File: config.mk
export PLATFORM = sky130hd
export DESIGN_NAME = lru_key_value_cache
export DESIGN_NICKNAME = d
export VERILOG_FILES = /design/src/lkvc_pkg.sv /design/src/lkvc_match.sv /design/src/lru_key_value_cache.sv
export SDC_FILE = /design/constraint.sdc
export NUM_CORES = 2
export LEC_CHECK = 0
export BUFFER_PORTS_ARGS = -buffer_cell sky130_fd_sc_hd__clkbuf_2
export CORE_MARGIN = 3
export CORE_UTILIZATION = 56
export DETAILED_ROUTE_END_ITERATION = 8
export PLACE_DENSITY = 0.85
export SYNTH_ARGS = -nofsm -noshare
export SYNTH_HDL_FRONTEND = slang
export SYNTH_HIERARCHICAL = 1
export SYNTH_SLANG_ARGS = --single-unit
File: constraint.sdc
create_clock -name clk -period 7.35 [get_ports clk]
set_input_delay 1.1025 -clock clk [delete_from_list [all_inputs] [get_ports clk]]
set_output_delay 1.1025 -clock clk [all_outputs]
set_load 0.1 [all_outputs]
File: src/lkvc_pkg.sv
// shared types and constants for the lru key-value cache
package lkvc_pkg;

  typedef enum logic {
    CMD_GET = 1'b0,
    CMD_PUT = 1'b1
  } cmd_t;

  localparam int PORT_KEY_W   = 16;
  localparam int PORT_VALUE_W = 16;
  localparam int CFG_CAP_W    = 5;
  localparam int CFG_ADDR_W   = 3;
  localparam int CFG_DATA_W   = 32;

  localparam logic [CFG_CAP_W-1:0] CAP_RESET = 5'd16;

  // register index is paddr[2]
  localparam logic REG_CAPACITY = 1'b0;

endpackage

File: src/lkvc_match.sv
// parallel key compare over all entries with lowest-index hit encode
module lkvc_match #(
  parameter int MAX_ENTRIES = 16,
  parameter int KEY_BITS    = 16,
  parameter int IDX_W       = 4
) (
  input  logic [MAX_ENTRIES-1:0][KEY_BITS-1:0] keys,
  input  logic [MAX_ENTRIES-1:0]               valid,
  input  logic [KEY_BITS-1:0]                  key,
  output logic                                 hit,
  output logic [IDX_W-1:0]                     hit_idx
);

  logic [MAX_ENTRIES-1:0] match_vec;

  always_comb begin
    for (int j = 0; j < MAX_ENTRIES; j++) begin
      match_vec[j] = valid[j] && (keys[j] == key);
    end
  end

  // scan downwards so the lowest matching entry wins
  always_comb begin
    hit     = 1'b0;
    hit_idx = '0;
    for (int j = MAX_ENTRIES - 1; j >= 0; j--) begin
      if (match_vec[j]) begin
        hit     = 1'b1;
        hit_idx = IDX_W'(j);
      end
    end
  end

endmodule

File: src/lru_key_value_cache.sv
// fully associative key-value cache with least-recently-used replacement
//
// A get or put word enters an input register and is resolved from there: the key is
// compared against every entry at once, recency ranks, valid bits and the stored pair are
// updated, and a get loads its result into the output register. One word is taken per
// cycle while no get is stalled; the sustained rate is set by the lookup-and-update loop
// through the entry registers, and a get stalls only while the output register holds an
// untaken result. Puts give no output word. The user writes capacity through the APB port
// at address 0 only while the cache is idle; the block does not enforce this.
module lru_key_value_cache
  import lkvc_pkg::*;
#(
  parameter int MAX_ENTRIES = 16,
  parameter int KEY_BITS    = 16,
  parameter int VALUE_BITS  = 16
) (
  input  logic                    clk,
  input  logic                    rst_n,
  // tdata: key [15:0], value [31:16]
  input  logic [PORT_KEY_W+PORT_VALUE_W-1:0] in_tdata,
  // tuser: command
  input  logic [0:0]              in_tuser,
  input  logic                    in_tvalid,
  output logic                    in_tready,
  // tdata: read_value [15:0]
  output logic [PORT_VALUE_W-1:0] out_tdata,
  // tuser: found
  output logic [0:0]              out_tuser,
  output logic                    out_tvalid,
  input  logic                    out_tready,
  input  logic                    psel,
  input  logic                    penable,
  input  logic                    pwrite,
  input  logic [CFG_ADDR_W-1:0]   paddr,
  input  logic [CFG_DATA_W-1:0]   pwdata,
  output logic [CFG_DATA_W-1:0]   prdata,
  output logic                    pready
);

  localparam int IDX_W = (MAX_ENTRIES > 1) ? $clog2(MAX_ENTRIES) : 1;
  localparam int CNT_W = $clog2(MAX_ENTRIES + 1);
  localparam int CW    = (CNT_W > CFG_CAP_W) ? CNT_W : CFG_CAP_W;

  // configuration
  logic [CFG_CAP_W-1:0] cap_r;
  logic                 cfg_wr;

  // input register
  logic                  s1_valid_r;
  cmd_t                  s1_cmd_r;
  logic [KEY_BITS-1:0]   s1_key_r;
  logic [VALUE_BITS-1:0] s1_value_r;
  logic                  s1_fire;

  // output register
  logic                    out_valid_r;
  logic                    out_found_r;
  logic [PORT_VALUE_W-1:0] out_value_r;

  // entry state
  logic [MAX_ENTRIES-1:0][KEY_BITS-1:0] key_r;
  logic [VALUE_BITS-1:0]                val_r [MAX_ENTRIES];
  logic [MAX_ENTRIES-1:0]               valid_r, valid_nxt;
  logic [IDX_W-1:0]                     rank_r [MAX_ENTRIES];
  logic [IDX_W-1:0]                     rank_nxt [MAX_ENTRIES];
  logic [CNT_W-1:0]                     count_r, count_nxt;

  logic                   hit;
  logic [IDX_W-1:0]       hit_idx;
  logic [CW-1:0]          cap_ext;
  logic [CNT_W-1:0]       eff_cap;
  logic [CW-1:0]          cap_m1;
  logic                   wr_en;
  logic [IDX_W-1:0]       wr_idx;
  logic [MAX_ENTRIES-1:0] valid_ev;
  logic                   need_evict;
  logic                   free_found;
  logic [IDX_W-1:0]       free_idx;

  // apb
  assign pready = 1'b1;
  assign cfg_wr = psel && penable && pwrite && pready && (paddr[2] == REG_CAPACITY);
  assign prdata = (paddr[2] == REG_CAPACITY) ? CFG_DATA_W'(cap_r) : '0;

  always_ff @(posedge clk) begin
    if (!rst_n) begin
      cap_r <= CAP_RESET;
    end else if (cfg_wr) begin
      cap_r <= pwdata[CFG_CAP_W-1:0];
    end
  end

  // capacity of zero acts as one, above the built depth acts as the depth
  always_comb begin
    cap_ext = CW'(cap_r);
    if (cap_ext == '0) begin
      eff_cap = CNT_W'(1);
    end else if (cap_ext > CW'(MAX_ENTRIES)) begin
      eff_cap = CNT_W'(MAX_ENTRIES);
    end else begin
      eff_cap = cap_ext[CNT_W-1:0];
    end
    cap_m1 = CW'(eff_cap) - CW'(1);
  end

  // handshakes
  assign s1_fire   = s1_valid_r && (s1_cmd_r == CMD_PUT || !out_valid_r || out_tready);
  assign in_tready = !s1_valid_r || s1_fire;

  always_ff @(posedge clk) begin
    if (!rst_n) begin
      s1_valid_r <= 1'b0;
    end else if (in_tready) begin
      s1_valid_r <= in_tvalid;
    end
  end

  always_ff @(posedge clk) begin
    if (in_tvalid && in_tready) begin
      s1_cmd_r   <= cmd_t'(in_tuser[0]);
      s1_key_r   <= KEY_BITS'(in_tdata[PORT_KEY_W-1:0]);
      s1_value_r <= VALUE_BITS'(in_tdata[PORT_KEY_W+PORT_VALUE_W-1:PORT_KEY_W]);
    end
  end

  lkvc_match #(
    .MAX_ENTRIES (MAX_ENTRIES),
    .KEY_BITS    (KEY_BITS),
    .IDX_W       (IDX_W)
  ) u_match (
    .keys    (key_r),
    .valid   (valid_r),
    .key     (s1_key_r),
    .hit     (hit),
    .hit_idx (hit_idx)
  );

  // state update for one word
  always_comb begin
    valid_nxt  = valid_r;
    rank_nxt   = rank_r;
    count_nxt  = count_r;
    wr_en      = 1'b0;
    wr_idx     = hit_idx;
    valid_ev   = valid_r;
    need_evict = 1'b0;
    free_found = 1'b0;
    free_idx   = '0;
    if (s1_fire) begin
      if (hit) begin
        // promote the hit entry, age those that were more recent
        for (int j = 0; j < MAX_ENTRIES; j++) begin
          if (valid_r[j] && (rank_r[j] < rank_r[hit_idx])) begin
            rank_nxt[j] = rank_r[j] + 1'b1;
          end
        end
        rank_nxt[hit_idx] = '0;
        if (s1_cmd_r == CMD_PUT) begin
          wr_en = 1'b1;
        end
      end else if (s1_cmd_r == CMD_PUT) begin
        // full: drop every entry ranked at or beyond capacity-1
        if (CW'(count_r) >= CW'(eff_cap)) begin
          need_evict = 1'b1;
          for (int j = 0; j < MAX_ENTRIES; j++) begin
            if (valid_r[j] && (CW'(rank_r[j]) >= cap_m1)) begin
              valid_ev[j] = 1'b0;
              rank_nxt[j] = '0;
            end
          end
        end
        for (int j = MAX_ENTRIES - 1; j >= 0; j--) begin
          if (!valid_ev[j]) begin
            free_found = 1'b1;
            free_idx   = IDX_W'(j);
          end
        end
        valid_nxt = valid_ev;
        if (free_found) begin
          for (int j = 0; j < MAX_ENTRIES; j++) begin
            if (valid_ev[j]) begin
              rank_nxt[j] = rank_r[j] + 1'b1;
            end
          end
          valid_nxt[free_idx] = 1'b1;
          rank_nxt[free_idx]  = '0;
          // ranks are dense, so an eviction always leaves capacity-1 behind
          count_nxt = need_evict ? eff_cap : count_r + 1'b1;
          wr_en     = 1'b1;
          wr_idx    = free_idx;
        end else if (need_evict) begin
          count_nxt = cap_m1[CNT_W-1:0];
        end
      end
    end
  end

  always_ff @(posedge clk) begin
    if (!rst_n) begin
      valid_r <= '0;
      count_r <= '0;
      for (int j = 0; j < MAX_ENTRIES; j++) begin
        rank_r[j] <= '0;
      end
    end else begin
      valid_r <= valid_nxt;
      count_r <= count_nxt;
      for (int j = 0; j < MAX_ENTRIES; j++) begin
        rank_r[j] <= rank_nxt[j];
      end
    end
  end

  always_ff @(posedge clk) begin
    if (wr_en) begin
      key_r[wr_idx] <= s1_key_r;
      val_r[wr_idx] <= s1_value_r;
    end
  end

  // result register
  always_ff @(posedge clk) begin
    if (!rst_n) begin
      out_valid_r <= 1'b0;
    end else if (s1_fire && s1_cmd_r == CMD_GET) begin
      out_valid_r <= 1'b1;
    end else if (out_tready) begin
      out_valid_r <= 1'b0;
    end
  end

  always_ff @(posedge clk) begin
    if (s1_fire && s1_cmd_r == CMD_GET) begin
      out_found_r <= hit;
      out_value_r <= hit ? PORT_VALUE_W'(val_r[hit_idx]) : '0;
    end
  end

  assign out_tvalid = out_valid_r;
  assign out_tdata  = out_value_r;
  assign out_tuser  = out_found_r;

  a_count_matches_valid: assert property (@(posedge clk) disable iff (!rst_n)
    count_r == CNT_W'($countones(valid_r)))
    else $error("entry count differs from number of valid entries");

  a_count_bound: assert property (@(posedge clk) disable iff (!rst_n)
    count_r <= CNT_W'(MAX_ENTRIES))
    else $error("entry count above depth");

  a_hit_most_recent: assert property (@(posedge clk) disable iff (!rst_n)
    (s1_fire && s1_cmd_r == CMD_GET && hit) |=> (rank_r[$past(hit_idx)] == '0))
    else $error("hit entry not made most recent");

  a_put_no_result: assert property (@(posedge clk) disable iff (!rst_n)
    (s1_fire && s1_cmd_r == CMD_PUT && !out_valid_r) |=> !out_valid_r)
    else $error("put produced a result word");

endmodule
==> impl.org <==
** Logic synthesis
- Number of synthesis warnings :: 6
- The share of synthesized area in the top cell type comes to about half.
- sky130_fd_sc_hd__edfxtp_1 takes more of the synthesized area than any other cell.
- After synthesis, the mean cell area works out to 12.9 µm².
- Synthesis instantiated between 100 and 150 different standard cells from the library.
- Counting flops with a built-in enable in the synthesized netlist gives ~560.
- Ys flop type :: sky130_fd_sc_hd__edfxtp_1
- Synthesis produced 2578 cells.
- Sorting the synthesized cells by area gives the leading types as sky130_fd_sc_hd__edfxtp_1 51%, sky130_fd_sc_hd__mux4_2 6.7%, sky130_fd_sc_hd__dfxtp_1 5.5%.
- The cell area that synthesis handed to floorplanning was 33200 µm².
- In the synthesized netlist the async set-or-reset flop fraction comes to 0%.
- The synthesized design contains about 650 register bits.
- Sequential cells were found to cover between 50 and 60% of the synthesized design area.

** Timing
- Highest clock rate :: 142 MHz
- Slew of the pin with the lowest slew margin :: approximately 1.3 ns
- Final setup fails :: 0
- RSZ-0062 raised after global routing :: no
- The final-report hold violation count was 0.
- Final min period :: 7.06 ns
- Headroom to the max-slew limit :: a little under an eighth
- Clock Skews :: ~0.023 ns
- The final count of pins violating max slew is 0.
- Crit share post-route :: 96.0%
- In the post-route analysis, the smallest setup slack over all paths is approximately 0.3 ns.
- Final total negative setup slack :: 0 ns

** Power
- Leakage dissipation :: approximately 0.012 µW
- Worst VDD drop :: roughly 340 µV
- Ratio of total power to cell area :: between 200 and 250 nW/µm²

** Clock tree
- Htree depth :: 3
- Counting the buffers created by CTS gives 70.
- Post-CTS repair timing setup buffer count :: 0
- The tree is rooted in a sky130_fd_sc_hd__clkbuf_16.
- Num Clock Sinks :: about 650
- TritonCTS built the clock tree.
- Clock-pin slew on the worst setup and hold paths :: roughly 0.06 ns
- Number of cells upsized or downsized after cts :: 0
- Maximum root-to-sink buffer count :: 3
- Count of hold-fix buffers inserted at cts :: 0
- Latest clock arrival within the worst-skew pair :: around 0.63 ns

** Critical path
- Classification of the worst setup path :: reg -> reg
- STA classifies the critical path startpoint as a flop.
- For the worst setup path, the data required time is 7.85 ns.
- In this run the worst path has a maximum fanout of 19.
- For flop-to-flop paths, the worst setup slack is slightly below 0.3 ns.
- Worst path arrival time :: ~7.6 ns
- Crit. End Element :: flop

** Layout
- Final non-filler cell area :: 37200 µm²
- Total Nets Final :: 2881
- Of the cells placed in the final design, the portion with a size suffix greater than 1 is between 15 and 20%.
- Leaving out fill and tap cells, the most frequent cell in the layout is sky130_fd_sc_hd__edfxtp_1.
- Relative to the synthesized area, the layout overhead comes to 12.0%.
- At the end of the flow the core is filled with cells to about 64%.
- Commonest cells after routing, fill and taps aside :: 562 x sky130_fd_sc_hd__edfxtp_1, 170 x sky130_fd_sc_hd__xnor2_1, 167 x sky130_fd_sc_hd__nand2_1

** Global route
- Via count of the first global-routing pass :: between 20000 and 25000
- Pin count of the biggest net entering global routing :: 65
- Number of antenna violations at the first check in global routing :: 0
- First-pass GRT wire length :: about 160000 µm
- After global routing the overflow that remains totals 0.
- Total global-route track usage :: between 30% and 40%

** Job
- Max-cap violations in this run came to 0.

** Die
- Die Area :: just over 60000 µm²
- Die boundary height :: between 200 and 250 µm
- During I/O placement, the number of pins put on the boundary was about 130.
- Die X :: about 250 µm
- Floorplan core area :: 58100 µm²
- Once the floorplan was initialized, standard cells occupied a little under three fifths of the core.
- Row count :: slightly below 90

** Route
- Antenna-violating nets left :: 0
- Dividing the detail-routed via count by the number of cells gives 6.93.
- Number of DRC markers after the initial detailed-route iteration :: about 3600
- Routed length per instance :: around 30 µm
- Across all layers, the routed design uses approximately 24000 vias.
- After detailed routing, the number of remaining DRC violations is 0.
- For this run, the detailed router's first-pass iteration total came to 6.
- DRT Wirelength :: 104000 µm

** Placed design
- Detailed placement finished with a half-perimeter wire length of ~62000 µm.
- Final weighted congestion in routability-driven placement :: ~1
- In this run the cell area measured after placement is roughly 35000 µm².
- Port Buffers :: 69
- Timing analysis after detailed placement gives a worst setup slack of around 0.54 ns.

** Run status
- The flow ran to the end, and the final reports show no timing, DRC or antenna violations.

** Hold path
- The min-delay analysis places its worst path in the category reg -> reg.
## layout make-up
type | instances | area [µm²]
inverters | 57 | 214
repair buffers | 182 | 1270
fillers | 3945 | 21000
clock inverters | 34 | 469
multi-input cells | 1722 | 13600
flip-flops and latches | 654 | 18700
clock buffers | 93 | 1970
well taps | 765 | 957
diodes | 1 | 2.50
## sequential cells by signal, indices dropped and copies added, names as in the netlist
signal and cells:
key_r 256, out_tdata 16, s1_value_r 16, out_tvalid 1, cap_ext 5, valid_r 16, count_r 5, s1_valid_r 1
val_r 256, s1_key_r 16, s1_cmd_r 1, rank_r 64, out_tuser 1
## metal layers
metal	global-route usage, %	vias up	part of all wire (%)
met5	0	-	0
met4	21.1	0	6.8
met3	6.46	462	11
met2	53.2	1926	48
met1	41.1	11900	35
li1	-	10100	-
## worst max-delay path, stage by stage, from the launching register on
cell                       delay [ns]
sky130_fd_sc_hd__edfxtp_1        1.06
sky130_fd_sc_hd__buf_4           0.36
sky130_fd_sc_hd__xnor2_1         0.17
sky130_fd_sc_hd__nand4_1         0.14
sky130_fd_sc_hd__nor4_1          0.64
sky130_fd_sc_hd__nand3_1         0.34
sky130_fd_sc_hd__o21bai_4        0.80
sky130_fd_sc_hd__mux4_2          0.65
sky130_fd_sc_hd__mux4_2          0.48
sky130_fd_sc_hd__inv_1           0.26
sky130_fd_sc_hd__buf_4           0.31
sky130_fd_sc_hd__ha_1            0.27
sky130_fd_sc_hd__o21a_1          0.19
sky130_fd_sc_hd__o31a_1          0.10
sky130_fd_sc_hd__o21ai_0         0.19
sky130_fd_sc_hd__nor3b_1         0.29
sky130_fd_sc_hd__nand2_1         0.11
sky130_fd_sc_hd__xor2_1          0.16
sky130_fd_sc_hd__o211ai_1        0.11
sky130_fd_sc_hd__o221a_2         0.27
## power by group
part	total, µW	switching (µW)	leakage, µW	internal [µW]
combinational	457	319	0.00535	138
sequential	4130	74.8	0.00582	4060
clock	3800	1570	0.00118	2230
## kinds of logic (layout without fill, tap and decap cells)
logic type      after synthesis  after routing  synth area share [%]
compound gates              540            540                  10.8
xor+xnor                    272            272                  7.18
fa+ha+maj                   132            132                  4.89
buf+inv                     228            366                  3.49
flops                       654            654                  56.4
mux                         114            114                  7.19
other cells                   2             29                0.0226
simple gates                636            636                  10.0
## per-stage QoR
| stage | total power (µW) | std cells | hold WS, ns |
|---|---|---|---|
| after floorplan | 4510 | 2604 | 0.495 |
| after global placement | 4620 | 3380 | 0.516 |
| after detailed placement | 4640 | 3380 | 0.542 |
| after CTS | 8390 | 3507 | 0.550 |
| after global routing | 8550 | 3507 | 0.598 |
| final | 8390 | 3508 | 0.556 |
## path summary, 6_finish.rpt
kind,startpoint,to,cells past startpoint
worst max-delay path,s1_key_r[1]$_DFFE_PP_,rank_r[22]$_SDFFE_PN0P_,19
worst min-delay path,count_r[4]$_SDFFE_PN0P_,count_r[4]$_SDFFE_PN0P_,2
worst max register to register,s1_key_r[1]$_DFFE_PP_,rank_r[22]$_SDFFE_PN0P_,19
worst min register to register,count_r[4]$_SDFFE_PN0P_,count_r[4]$_SDFFE_PN0P_,2
## synth_stat cells (11+ instances only)
library cell and number:
sky130_fd_sc_hd__o31ai_1 11, sky130_fd_sc_hd__buf_1 22, sky130_fd_sc_hd__a211oi_1 22, sky130_fd_sc_hd__xnor2_1 170, sky130_fd_sc_hd__nand4_1 58, sky130_fd_sc_hd__o21a_1 16, sky130_fd_sc_hd__a211o_1 11, sky130_fd_sc_hd__nor2_1 109
sky130_fd_sc_hd__nand3_1 60, sky130_fd_sc_hd__nor4_1 30, sky130_fd_sc_hd__clkbuf_1 77, sky130_fd_sc_hd__inv_1 55, sky130_fd_sc_hd__buf_6 20, sky130_fd_sc_hd__edfxtp_1 562, sky130_fd_sc_hd__nor2b_1 28, sky130_fd_sc_hd__dfxtp_1 92
sky130_fd_sc_hd__xor2_1 102, sky130_fd_sc_hd__a21oi_1 108, sky130_fd_sc_hd__a31oi_1 32, sky130_fd_sc_hd__o22ai_1 13, sky130_fd_sc_hd__mux2i_1 12, sky130_fd_sc_hd__a21o_1 14, sky130_fd_sc_hd__nand2_1 167, sky130_fd_sc_hd__nor3_1 49
sky130_fd_sc_hd__ha_1 119, sky130_fd_sc_hd__o211ai_1 24, sky130_fd_sc_hd__buf_2 17, sky130_fd_sc_hd__nand2b_1 21, sky130_fd_sc_hd__buf_4 35, sky130_fd_sc_hd__or3_1 11, sky130_fd_sc_hd__o21ai_0 155, sky130_fd_sc_hd__and3_1 18
sky130_fd_sc_hd__mux4_2 99, sky130_fd_sc_hd__and2_1 29
No activity file was read; power rests on OpenSTA's default activity.
